--- src/hdl/pfp_pkg.sv ---
// Shared widths, limits and the queue item type for the plane equation block.
`timescale 1ns / 1ps

package pfp_pkg;

    // Input coordinate and front datapath widths.
    localparam int CW    = 16;
    localparam int DW    = CW + 1;
    localparam int PW    = 2 * DW;
    localparam int MAGW  = PW + 1;
    localparam int POSW  = 6;

    // Normalized normal: the largest magnitude lies in [2^(NW-1), 2^NW).
    localparam int NW    = 20;
    localparam int NSH   = NW - 1;

    // Back datapath widths.
    localparam int SQW   = 2 * NW;
    localparam int QSW   = SQW + 2;
    localparam int DPW   = NW + 1 + CW;
    localparam int DOTW  = DPW + 2;
    localparam int DMW   = DPW;
    localparam int FRAC  = 20;
    localparam int XW    = QSW + FRAC;
    localparam int RW    = XW / 2;
    localparam int TW    = XW + 1;
    localparam int DNW   = RW + 1;
    localparam int DVW   = 55;
    localparam int QW    = 23;

    // Result scaling and saturation.
    localparam int UW      = 16;
    localparam int OW      = 24;
    localparam int UNIT_SH = 24;
    localparam int OFFS_SH = 16;
    localparam logic [QW-1:0] UNIT_MAX = QW'(16384);
    localparam logic [QW-1:0] OFFS_MAX = QW'(4194304);

    // Default queue depth between the front and the back.
    localparam int FIFO_DEPTH = 4;

    // One normalized normal with its first point, as it waits in the queue.
    typedef struct packed {
        logic                 degen;
        logic [2:0]           neg;
        logic [2:0][NW-1:0]   mag;
        logic [2:0][CW-1:0]   p1;
    } t_item;

endpackage

--- src/hdl/pfp_fifo.sv ---
// Short queue that decouples the front pipeline from the back pipeline.
`timescale 1ns / 1ps

module pfp_fifo import pfp_pkg::*; #(
    parameter int DEPTH = FIFO_DEPTH
) (
    input  logic  i_clk,
    input  logic  i_rst_n,
    input  logic  i_valid,
    output logic  o_stall,
    input  t_item i_item,
    output logic  o_valid,
    input  logic  i_stall,
    output t_item o_item
);

    localparam int AW  = $clog2(DEPTH);
    localparam int CNW = $clog2(DEPTH + 1);

    t_item          r_mem [DEPTH];
    logic [AW-1:0]  r_wr, r_rd;
    logic [CNW-1:0] r_cnt;
    logic           push, pop;

    assign o_stall = (r_cnt == CNW'(DEPTH));
    assign o_valid = (r_cnt != '0);
    assign push    = i_valid && !o_stall;
    assign pop     = o_valid && !i_stall;
    assign o_item  = r_mem[r_rd];

    // Pointers and fill count.
    always_ff @(posedge i_clk) begin
        if (!i_rst_n) begin
            r_wr  <= '0;
            r_rd  <= '0;
            r_cnt <= '0;
        end else begin
            if (push) r_wr <= (r_wr == AW'(DEPTH - 1)) ? '0 : r_wr + 1'b1;
            if (pop)  r_rd <= (r_rd == AW'(DEPTH - 1)) ? '0 : r_rd + 1'b1;
            r_cnt <= r_cnt + CNW'(push) - CNW'(pop);
        end
    end

    // Entry storage.
    always_ff @(posedge i_clk) begin
        if (push) r_mem[r_wr] <= i_item;
    end

endmodule

--- config.mk ---
export PLATFORM = sky130hd
export DESIGN_NAME = pfp_fifo
export DESIGN_NICKNAME = d
export VERILOG_FILES = /design/src/hdl/pfp_pkg.sv /design/src/hdl/pfp_fifo.sv
export SDC_FILE = /design/constraint.sdc
export NUM_CORES = 1
export LEC_CHECK = 0
export BUFFER_PORTS_ARGS = -buffer_cell sky130_fd_sc_hd__buf_2
export CAP_MARGIN = 20
export CORE_MARGIN = 8
export CORE_UTILIZATION = 35
export CTS_CLUSTER_DIAMETER = 40
export DETAILED_ROUTE_END_ITERATION = 10
export HOLD_SLACK_MARGIN = 0.08
export PLACE_DENSITY_LB_ADDON = 0.1
export REMOVE_ABC_BUFFERS = 1
export SYNTH_ARGS = -nofsm -noshare
export SYNTH_HDL_FRONTEND = slang
export SYNTH_SLANG_ARGS = --single-unit
--- constraint.sdc ---
create_clock -name i_clk -period 5.2 [get_ports i_clk]
set_input_delay 1.04 -clock i_clk [delete_from_list [all_inputs] [get_ports i_clk]]
set_output_delay 1.04 -clock i_clk [all_outputs]
set_load 0.1 [all_outputs]
==> out/summary.md, run 1 <==
The tools report the reported max-cap violation count as 0. Insertion delay to the later sink of the worst-skew pair: 0.57 ns. The setup check on the worst reg-to-reg path leaves a slack of 2.53 ns. Cells with a size suffix above 1 make up 47.99% of the layout. The summed instance area of the synthesized netlist was 0.01672 mm^2.

230 I/O pins were placed. The clock buffer count from CTS was 67; the power density of the placed cells was 657.3 mW/mm^2. After detailed routing, the met3 layer carries 2308 um of wire.

After filler insertion, the fill cell instance count of the layout stands at 4,114. The clock tree synthesis step divided the H-tree into 3 levels. The biggest area contributor in the post-synthesis netlist is sky130_fd_sc_hd__edfxtp_1. The first TritonRoute pass finished after 6 iterations. The post-synthesis register bit count was 457; the achievable frequency was 265.8 MHz.

The final layout contains routed wiring with a total length of 35,160 um. TritonCTS built the clock tree. In this run the tightest slew margin relative to its limit is 49.33%.

The via density per instance came out at 4.741. Setup repair after global routing left no endpoint under its margin. The finished cells cover 0.02084 mm^2. The logs give 0 for the global-route congestion overflow total and 72 for the maximum number of pins on one net before global-route repair. After detailed routing, the number of remaining DRC violations is 0. Yosys attributes the largest share of cell area to sky130_fd_sc_hd__edfxtp_1, sky130_fd_sc_hd__mux4_2, sky130_fd_sc_hd__buf_12, sky130_fd_sc_hd__dfxtp_1, sky130_fd_sc_hd__ha_1. After detailed routing, the wire length on met1 is 15,280 um.

Largest driver fanout on the critical path: 41. Compared with the post-synthesis result, the final layout area differs by 24.62%. The buffer cell driving the clock tree root is sky130_fd_sc_hd__clkbuf_16. Synthesis produced a netlist whose cell count is 636. The tools report the clock sink total as 457. The run gives 53,480 um as the first-pass GRT wire length. The most common cell in the synthesized netlist is sky130_fd_sc_hd__edfxtp_1.

The area enclosed by the die boundary is 0.05504 mm^2. Yosys mapped the design onto 20 distinct sky130hd cell types. The critical path launch point type is a flop. The endpoint kind of the worst setup timing path is a primary output.

The clock passes through at most 3 buffers. Across the VDD grid, the largest voltage drop is 0.4201 mV. Ranked by instance count, the synthesized netlist is headed by sky130_fd_sc_hd__edfxtp_1, sky130_fd_sc_hd__mux4_2, sky130_fd_sc_hd__buf_12, sky130_fd_sc_hd__buf_2, sky130_fd_sc_hd__dfxtp_1.

In this run the static leakage power is 7.011 nW. For this run, the post-layout net count is 1,043. The run finished with clean final reports. Among all flip-flop cells after synthesis, the most frequent one is sky130_fd_sc_hd__edfxtp_1. STA puts the critical path data required time at 4.16 ns.

In this run the worst hold path is classified as reg2reg. The number of antenna-violating nets in the routed design came out at 0. The run gives 415 as the iteration-0 DRC count of the detailed router. The completed layout was analyzed and its total power is 13.70 mW.

For the hold buffer count at CTS, the log shows 0. Counting flops with a built-in enable in the synthesized netlist gives 448. Detailed routing placed a total of 16,870 um of wire on met2. The average cell area after synthesis was 26.30 um^2; the share of async-settable or async-resettable flops after synthesis was 0%. The HPWL after detailed placement is 20,760 um. The core region area was 0.04745 mm^2. After detailed placement, the total cell area comes to 0.01856 mm^2. The tools report the total number of vias as 7,520.

The worst path in the final design needs a cycle of 3.762 ns, including I/O delays and setup. For the final hold violation count, the log shows 0. The uppermost metal layer occupied by signal nets was met5. The arrival time at the worst endpoint was 2.72 ns. The area taken by multi-input logic gates came out at 0.002805 mm^2.

The kind of critical path was reg2out. The transition time of the tightest slew-check pin is 0.7600 ns. The count of cells resized by post-cts repair was 0; the number of antenna violations at the first check in global routing was 6. Between clock sinks in the finished design, the worst skew comes to 0.01127 ns.

The routed wirelength normalized by instance count is 22.17 um. The horizontal die dimension was 234.6 um; the number of input and output port buffers inserted was 229. The number of warnings reported in the yosys synthesis log was 0; the global placement routability congestion was 0.6942. The global routing usage summed across all routing layers is 12.81%, and the fraction of the cycle the final worst path needs is 72.35%. Once the clock tree was built, the setup fixing pass inserted 0 buffers. After clock tree synthesis, the clock-pin slew on the worst setup and hold paths is 0.05 ns. The synthesized design devotes to its leading area cell type 80.44% of total area. Summing all flip-flop and latch instances after layout gives 0.01364 mm^2. The number of placement rows is 80, and the share of the yosys chip area belonging to registers is 81.51%.

The count of pins over their slew limit came out at 0. For this configuration, the core starts out at a cell density of 35.25%. The die is 234.6 um tall. The run gives 8,285 as the number of global-route vias before repair. Setup violations remaining at the end of the flow were counted as 0.
cell usage in the layout, fill, tap and decap left out, drive strengths merged:
cell type / count
nor3b: 1
nor2b: 3
mux4: 112
nor2: 2
clkinvlp: 6
and2: 6
ha: 7
dfxtp: 9
fa: 1
or3: 1
mux2i: 4
diode: 2
clkbuf: 80
clkinv: 17
xnor2: 2
inv: 14
nand2: 8
edfxtp: 448
buf: 241
bufinv: 7
metal layers:
metal  vias up  track usage, %
li1       3324               -
met1      3920           16.46
met2       213           19.93
met3        55           4.471
met4         8           4.796
met5         -               0
final timing paths:
path	startpoint	to	depth (start not counted)
worst max-delay path	flop	o_item[0]	3
worst min-delay path	r_rd[0]$_SDFFE_PN0N_	flop	2
worst max register to register	r_cnt[1]$_SDFF_PN0_	r_mem[0][48]$_DFFE_PP_	4
worst min register to register	r_rd[0]$_SDFFE_PN0N_	flop	2
worst max-delay path: stages (launching register included):
cell	delay, ns
sky130_fd_sc_hd__dfxtp_4	0.76
sky130_fd_sc_hd__buf_12	0.40
sky130_fd_sc_hd__mux4_2	0.60
sky130_fd_sc_hd__buf_2	0.32
final cells by class:
| class | count | share of cell area (%) |
|---|---|---|
| multi-input cells | 147 | 13.46 |
| clock buffers | 80 | 8.891 |
| diodes | 2 | 0.02401 |
| inverters | 5 | 0.09005 |
| well taps | 615 | 3.692 |
| repair buffers | 241 | 6.351 |
| flip-flops and latches | 457 | 65.45 |
| clock inverters | 39 | 2.047 |
sequential cells by signal (all words and copies together), names as in the netlist, named ones only:
signal  count
r_cnt       3
r_mem     448
r_rd        2
r_wr        2
kinds of logic (layout without fill, tap and decap cells):
group / count (synthesis) / after routing / synth area share, %
adders and majority gates: 8 / 8 / 0.6434
and+or+nand+nor: 21 / 21 / 0.6435
muxes: 116 / 116 / 15.32
xor gates and xnor gates: 2 / 2 / 0.1048
other: 0 / 2 / 0
DFF: 457 / 457 / 81.51
buffers and inverters: 32 / 365 / 1.773
per-stage QoR:
step	std cells	hold slack [ns]	util, %	TNS (ns)	setup slack [ns]
6_report	1586	0.4976	43.93	0	1.438
5_1_grt	1584	0.5397	43.92	0	1.234
4_1_cts	1584	0.4948	43.92	0	1.286
3_5_place_dp	1465	0.4789	39.11	0	1.892
3_3_place_gp	1465	0.4819	39.11	0	1.921
2_1_floorplan	609	0.4608	-	-238.05	-1.540
power by group:
group          switching (mW)  total, mW  internal, mW
clock                    1.60       4.51          2.91
combinational            3.64       4.56         0.925
sequential              0.156       4.63          4.48
Note: power is estimated with default switching activity, not from simulation.
==> run 2, diff against run 1 <==
--- a/config.mk
+++ b/config.mk
@@ -5,6 +5,7 @@
 export SDC_FILE = /design/constraint.sdc
 export NUM_CORES = 1
 export LEC_CHECK = 0
+export ABC_AREA = 1
 export BUFFER_PORTS_ARGS = -buffer_cell sky130_fd_sc_hd__buf_2
 export CAP_MARGIN = 20
 export CORE_MARGIN = 8
==> constraint.sdc (replaced) <==
create_clock -name i_clk -period 3.7 [get_ports i_clk]
set_input_delay 0.74 -clock i_clk [delete_from_list [all_inputs] [get_ports i_clk]]
set_output_delay 0.74 -clock i_clk [all_outputs]
set_load 0.1 [all_outputs]
==> out/summary.md, run 2 <==
The run gives 0 (unchanged) as the count of pins over their slew limit. The tools report the instance area after placement as 0.01902 mm^2 (+2.5%). The number of input and output port buffers inserted came out at 229 (unchanged).

STA classifies the critical path startpoint as a flop. The largest driver fanout on the critical path came out at 84 (+100%). The number of warnings reported in the yosys synthesis log is 0 (unchanged), and the data required time at the worst endpoint is 2.96 ns (-1.20 ns).

The horizontal die dimension is 237.0 um (+1.0%). TritonCTS built the clock tree. The area share of the largest cell type after synthesis came out at 78.67% (-1.8 points). Ranked by total cell area, the synthesized netlist is headed by sky130_fd_sc_hd__edfxtp_1, sky130_fd_sc_hd__nor2_1, sky130_fd_sc_hd__o21ai_0, sky130_fd_sc_hd__o22ai_1, sky130_fd_sc_hd__o21ai_1.

The number of global-route vias before repair came out at 10,370 (+25%). The post-synthesis register bit count is 457 (unchanged), and the DRC violation count after routing is 0 (unchanged). The fraction of the cycle the final worst path needs is 94.17%, and the area enclosed by the die boundary is 0.05619 mm^2 (+2.1%). The most used flip-flop cell after synthesis is sky130_fd_sc_hd__edfxtp_1. Yosys instantiated no cell more often than sky130_fd_sc_hd__edfxtp_1.

The count of flip-flops with a built-in enable after synthesis came out at 448 (unchanged). The run gives 14.61% (+1.8 points) as the global routing usage summed across all routing layers. Worst-case clock skew: 0.01672 ns (+0.005445 ns). The share of async-settable or async-resettable flops after synthesis was 0% (unchanged); the number of fill cells in the layout was 4,398 (+6.9%). The core region area was 0.04855 mm^2 (+2.3%).

The iteration-0 DRC count of the detailed router was 531 (+28%); the arrival time at the worst endpoint was 2.74 ns (+0.02 ns). The final design area excluding fillers came out at 0.02157 mm^2 (+3.5%). The summed instance area of the synthesized netlist is 0.01710 mm^2 (+2.3%).

In the final layout, the registers with the most flip-flops are r_mem: 448 flops, r_cnt: 3 flops. The tools report the insertion delay to the later sink of the worst-skew pair as 0.58 ns (about the same). The height of the chip is 237.0 um (+1.0%). The run gives 0 (unchanged) as the final hold violation count. End-of-flow core utilization: 44.43% (+0.50 points). The commonest cells after synthesis are sky130_fd_sc_hd__edfxtp_1, sky130_fd_sc_hd__nor2_1, sky130_fd_sc_hd__o21ai_0. For the number of buffers added for setup after CTS, the log shows 0 (unchanged). The worst setup path is of the reg2out kind. The count of cells resized by post-cts repair is 0 (unchanged), and the logic depth of the worst register-to-register path is 10 (+6). The average cell area after synthesis was 14.83 um^2 (-44%). The instance count of the mapped netlist was 1,153 (+81%); the via density per instance was 4.894 (+3.2%).

The global-route congestion overflow total was 0 (unchanged). The number of cells on the worst hold path came out at 1 (-1). The logs give 24,050 um (+16%) for the sum of net half-perimeters after detailed placement and 81 (+1.3%) for the number of placement rows. The total number of vias came out at 10,270 (+37%). The clock buffer count from CTS was 76 (+13%). The most frequent standard cell in the layout excluding fill and tap cells is sky130_fd_sc_hd__edfxtp_1. The number of flip-flops under the largest register name was 448 (unchanged). The register bank with the most flops was r_mem.

The flow ran to the end, and the final reports show no timing, DRC or antenna violations. The number of antenna-violating nets in the routed design is 0 (unchanged). The tools report the first-pass GRT wire length as 63,420 um (+19%). The top cell types in the final layout, fill and taps aside, are sky130_fd_sc_hd__edfxtp_1, sky130_fd_sc_hd__nor2_1, sky130_fd_sc_hd__buf_2. The min-delay analysis places its worst path in the category in2reg. The routed wirelength normalized by instance count was 19.94 um (-10%). The maximum number of pins on one net before global-route repair is 93 (+29%), and the number of endpoints failing setup at the final stage is 0 (unchanged). For the final worst-path setup slack, the log shows 0.2158 ns (-1.222 ns). For the clock tree buffer depth, the log shows 3 (unchanged).

The clock-pin slew on the worst setup and hold paths came out at 0.05 ns (about the same). Cell accounting for the most synthesized area: sky130_fd_sc_hd__edfxtp_1. Setup repair after global routing left no endpoint under its margin. Clock sink total: 457 (unchanged). The logs give 0 (unchanged) for the reported max-cap violation count and 41,850 um (+19%) for the aggregate routed wire length. The I/O pin count was 230 (unchanged); the number of antenna violations at the first check in global routing was 8 (+2). The run gives 79.72% (-1.8 points) as the share of the yosys chip area belonging to registers.

The final layout net count is 1,538 (+47%), and the fraction of layout cells with a size suffix above 1 is 26.31% (-22 points). The worst path needs 3.484 ns of the cycle, external delays included. Worst slack after detailed placement: 0.8073 ns (-1.085 ns). Derived from the worst setup path, the maximum achievable clock frequency is 287.0 MHz. The first-pass detailed-route iteration total was 6 (unchanged). The setup TNS after final layout is 0 ns (unchanged), and the relative max-transition margin is 52.33% (+3.0 points). The run gives 35.23% (about the same) as the starting density of the core. Relative to the synthesized area, the layout overhead comes to 26.13%. For the count of cell types in the netlist, the log shows 22 (+10%). For the hold buffer count at CTS, the log shows 0 (unchanged). The global placement routability congestion came out at 0.6934 (-0.12%). Buffer cell driving the clock tree root: sky130_fd_sc_hd__clkbuf_16. The transition time of the tightest slew-check pin was 0.7133 ns (-0.04668 ns). The endpoint kind of the worst setup timing path is a primary output.

The H-tree depth reported by CTS is 3 (unchanged).
[run 2: cell count changes after synthesis, moves of 8 or more]
cell	change
sky130_fd_sc_hd__buf_6	+17
sky130_fd_sc_hd__nor2_1	+233
sky130_fd_sc_hd__clkbuf_1	+38
sky130_fd_sc_hd__buf_12	-8
sky130_fd_sc_hd__o22ai_1	+112
sky130_fd_sc_hd__mux4_2	-112
sky130_fd_sc_hd__o21ai_0	+175
sky130_fd_sc_hd__inv_1	+13
sky130_fd_sc_hd__o21ai_1	+50
[run 2: worst paths after layout]
| kind | from | endpoint | slack [ns] |
|---|---|---|---|
| min | i_item[28] | r_mem[3][28]$_DFFE_PP_ | 0.37 |
| max | flop | o_item[56] | 0.22 |
| min reg2reg | r_rd[1]$_SDFFE_PN0N_ | flop | 0.53 |
| max reg2reg | r_cnt[1]$_SDFF_PN0_ | r_cnt[2]$_SDFF_PN0_ | 1.34 |
[run 2: routing by layer]
metal  part of all wire (%)  vias to the layer above  global-route usage (%)  routed length [um]
li1                       -                     4908                       -                   -
met1                     45                     5067                   18.71               18700
met3                    5.9                       65                   4.406                2458
met5                   0.16                        -                       0                  67
met4                    1.8                       12                   5.018                 740
met2                     48                      221                   23.42               19880
[run 2: through the flow]
step	instances	hold slack, ns
4_1_cts	2097	0.3216
3_5_place_dp	1958	0.5172
3_3_place_gp	1958	0.5050
2_1_floorplan	1080	0.4827
6_report	2099	0.3670
5_1_grt	2097	0.3378
[run 2: logic make-up (layout without fill, tap and decap cells)]
family	after synthesis	count (layout)	synth area share (%)
simple gates	252	252	5.560
fa+ha+maj	8	8	0.6292
compound gates	343	343	10.87
other cells	0	2	0
buf+inv	93	415	3.219
flops	457	457	79.72
[run 2: final cells by class]
| cell class | instances | area (um^2) | share of cell area, % |
|---|---|---|---|
| Antenna cell | 2 | 5.005 | 0.02320 |
| Clock buffer | 84 | 1974 | 9.154 |
| Clock inverter | 55 | 565.5 | 2.622 |
| Inverter | 20 | 83.83 | 0.3887 |
| Multi-Input combinational cell | 603 | 2948 | 13.67 |
| Sequential cell | 457 | 13640 | 63.24 |
| Tap cell | 622 | 778.2 | 3.608 |
| Timing Repair Buffer | 256 | 1574 | 7.297 |
[run 2: critical path, cell delays in order, from the launching register on]
cell and delay [ns]:
sky130_fd_sc_hd__dfxtp_4 0.74, sky130_fd_sc_hd__buf_12 0.37, sky130_fd_sc_hd__o21ai_0 0.15, sky130_fd_sc_hd__o22ai_1 0.31, sky130_fd_sc_hd__buf_2 0.50
Power of run 2 is not shown: default switching activity piles up to over one toggle a cycle in this logic, so the estimate is an artifact.
==> run 3, diff against run 2 <==
--- a/config.mk
+++ b/config.mk
@@ -9,11 +9,11 @@
 export BUFFER_PORTS_ARGS = -buffer_cell sky130_fd_sc_hd__buf_2
 export CAP_MARGIN = 20
 export CORE_MARGIN = 8
-export CORE_UTILIZATION = 35
+export CORE_UTILIZATION = 45
 export CTS_CLUSTER_DIAMETER = 40
 export DETAILED_ROUTE_END_ITERATION = 10
 export HOLD_SLACK_MARGIN = 0.08
-export PLACE_DENSITY_LB_ADDON = 0.1
+export PLACE_DENSITY = 0.64
 export REMOVE_ABC_BUFFERS = 1
 export SYNTH_ARGS = -nofsm -noshare
 export SYNTH_HDL_FRONTEND = slang
==> out/summary.md, run 3 (synthesis results as in run 2) <==
The run gives 0 (unchanged) as the number of antenna-violating nets in the routed design. The H-tree depth reported by CTS was 2 (-1). The area enclosed by the die boundary is 0.04450 mm^2 (-21%), and the worst slack after detailed placement is 0.7822 ns (-0.02512 ns). The routed wirelength normalized by instance count works out to 19.68 um (-1.3%). The logs give 16.80% (+2.2 points) for the global routing usage summed across all routing layers and 0.002948 mm^2 (unchanged) for the area taken by multi-input logic gates. Setup repair after global routing left no endpoint under its margin. The number of flip-flops under the largest register name was 448 (unchanged).

The via density per instance is 5.262 (+7.5%). The aggregate routed wire length was 38,270 um (-8.5%); the worst-case clock skew was 0.01738 ns (+0.0006631 ns). The number of endpoints failing setup at the final stage was 0 (unchanged). The number of buffer and inverter instances along the worst setup path was 2 (unchanged). Leaving out fill and tap cells, the most frequent cells in the layout are sky130_fd_sc_hd__edfxtp_1, sky130_fd_sc_hd__nor2_1, sky130_fd_sc_hd__buf_2. The count of cells resized by post-cts repair is 0 (unchanged), and the clock-pin slew on the worst setup and hold paths is 0.06 ns (about the same). The run gives 0 (unchanged) as the reported max-cap violation count.

STA classifies the critical path endpoint as a primary output. For the total number of vias, the log shows 10,230 (-0.38%). The instance area after placement came out at 0.01876 mm^2 (-1.4%). The final design area excluding fillers was 0.02063 mm^2 (-4.4%); the number of global-route vias before repair was 10,230 (-1.3%). The biggest cell delay along the critical path works out to 0.61 ns (-0.13 ns). Master of the slowest instance on the critical path: sky130_fd_sc_hd__dfxtp_4.

For the achievable frequency, the log shows 295.0 MHz (+2.8%). The height of the chip is 210.9 um (-11%), and the relative max-transition margin is 61.92% (+9.6 points). The logs give 0.03758 mm^2 (-23%) for the core region area and 578 (+8.9%) for the iteration-0 DRC count of the detailed router. The final layout net count is 1,510 (-1.8%).

The number of buffers added for setup after CTS came out at 0 (unchanged). The count of pins over their slew limit came out at 0 (unchanged). The signal on the critical path passes through buf_12 > o21ai_0 > o22ai_1 > buf_2. The number of fill cells in the layout came out at 3,039 (-31%). The number of placement rows is 71 (-12%). For the clock tree buffer depth, the log shows 3 (unchanged). The setup path with the least slack is of type reg2out. The flow ran to the end, and the final reports show no timing, DRC or antenna violations.

The first-pass detailed-route iteration total is 6 (unchanged), and the global-route congestion overflow total is 0 (unchanged). The arrival time at the worst endpoint came out at 2.65 ns (-0.09 ns). The worst setup path is launched from a flop. The sum of net half-perimeters after detailed placement is 20,930 um (-13%), and the maximum number of pins on one net before global-route repair is 116 (+25%). The hold buffer count at CTS was 0 (unchanged). Broken down by cell family, the worst path's largest delay share belongs to buffers and inverters. The data required time at the worst endpoint is 2.96 ns (about the same).

The fraction of layout cells with a size suffix above 1 is 24.04% (-2.3 points). The path class of the tightest hold or removal check is in2reg. The largest driver fanout on the critical path came out at 115 (+37%).

The global placement routability congestion was 0.7365 (+6.2%). The tools report the clock buffer count from CTS as 56 (-26%). The fraction of the cycle the final worst path needs is 91.60% (-2.6 points). TritonCTS built the clock tree. The minimum period implied by the final worst setup slack works out to 3.389 ns (-0.09482 ns). The tools report the I/O pin count as 230 (unchanged).

Relative to the synthesized area, the layout overhead comes to 20.62%. The insertion delay to the later sink of the worst-skew pair was 0.59 ns (about the same); the number of input and output port buffers inserted was 229 (unchanged). Post-route worst hold slack: 0.3602 ns (-0.006828 ns). Buffer cell driving the clock tree root: sky130_fd_sc_hd__clkbuf_16.

The starting density of the core was 45.51% (+10 points). Leaving out fill and tap cells, the most frequent cell in the layout is sky130_fd_sc_hd__edfxtp_1. The final worst-path setup slack came out at 0.3107 ns (+0.09482 ns). The largest registers in the layout are r_mem: 448 flops, r_cnt: 3 flops.

The run gives 457 (unchanged) as the clock sink total. First-pass GRT wire length: 58,110 um (-8.4%). The horizontal die dimension was 210.9 um (-11%). The final hold violation count is 0 (unchanged). For the DRC violation count after routing, the log shows 0 (unchanged). Transition time of the tightest slew-check pin: 0.5711 ns (-0.1422 ns).

The area of all sequential standard cells came out at 0.01364 mm^2 (unchanged). More flip-flops sit in one register than any other, and that register is r_mem. The number of antenna violations at the first check in global routing is 8 (unchanged).
run 3: changes by cell type in the layout (fill, tap and decap cells not counted), moves of 2 or more:
| cell | before | now |
|---|---|---|
| sky130_fd_sc_hd__clkbuf_1 | 6 | 11 |
| sky130_fd_sc_hd__inv_8 | 1 | 3 |
| sky130_fd_sc_hd__bufinv_16 | 8 | 5 |
| sky130_fd_sc_hd__clkinvlp_4 | 15 | 5 |
| sky130_fd_sc_hd__clkbuf_16 | 78 | 57 |
| sky130_fd_sc_hd__buf_4 | 9 | 5 |
| sky130_fd_sc_hd__clkinv_1 | 9 | 4 |
| sky130_fd_sc_hd__clkinv_2 | 9 | 5 |
| sky130_fd_sc_hd__buf_12 | 18 | 14 |
run 3: final cells by class:
| class | count | share of cell area (%) |
|---|---|---|
| Antenna cell | 3 | 0.03639 |
| Clock buffer | 68 | 7.115 |
| Clock inverter | 35 | 1.826 |
| Inverter | 20 | 0.4064 |
| Multi-Input combinational cell | 603 | 14.29 |
| Sequential cell | 457 | 66.13 |
| Tap cell | 511 | 3.100 |
| Timing Repair Buffer | 248 | 7.097 |
run 3: through the flow:
stage	utilization [%]	std cells	TNS (ns)
floorplan	-	1080	-1386.71
global placement	49.91	1838	0
detailed placement	49.91	1838	0
CTS	54.82	1941	0
global route	54.89	1944	0
finish	54.89	1945	0
run 3: layer usage:
layer | part of all wire, % | global-route usage, % | vias up
li1 | - | - | 4834
met1 | 42 | 21.14 | 5034
met2 | 49 | 27.92 | 291
met3 | 6.7 | 4.510 | 65
met4 | 2.0 | 5.743 | 10
met5 | 0.15 | 0 | -
run 3: worst paths after layout:
path                              from                endpoint  slack [ns]  depth (start not counted)
setup / recovery                  flop              o_item[32]        0.31                          4
setup reg to reg   r_cnt[1]$_SDFF_PN0_     r_cnt[2]$_SDFF_PN0_        1.34                         10
hold / removal              i_item[33]  r_mem[2][33]$_DFFE_PP_        0.36                          1
hold reg to reg   r_rd[1]$_SDFFE_PN0N_                    flop        0.53                          2
Power of run 3 is left out for the same reason.
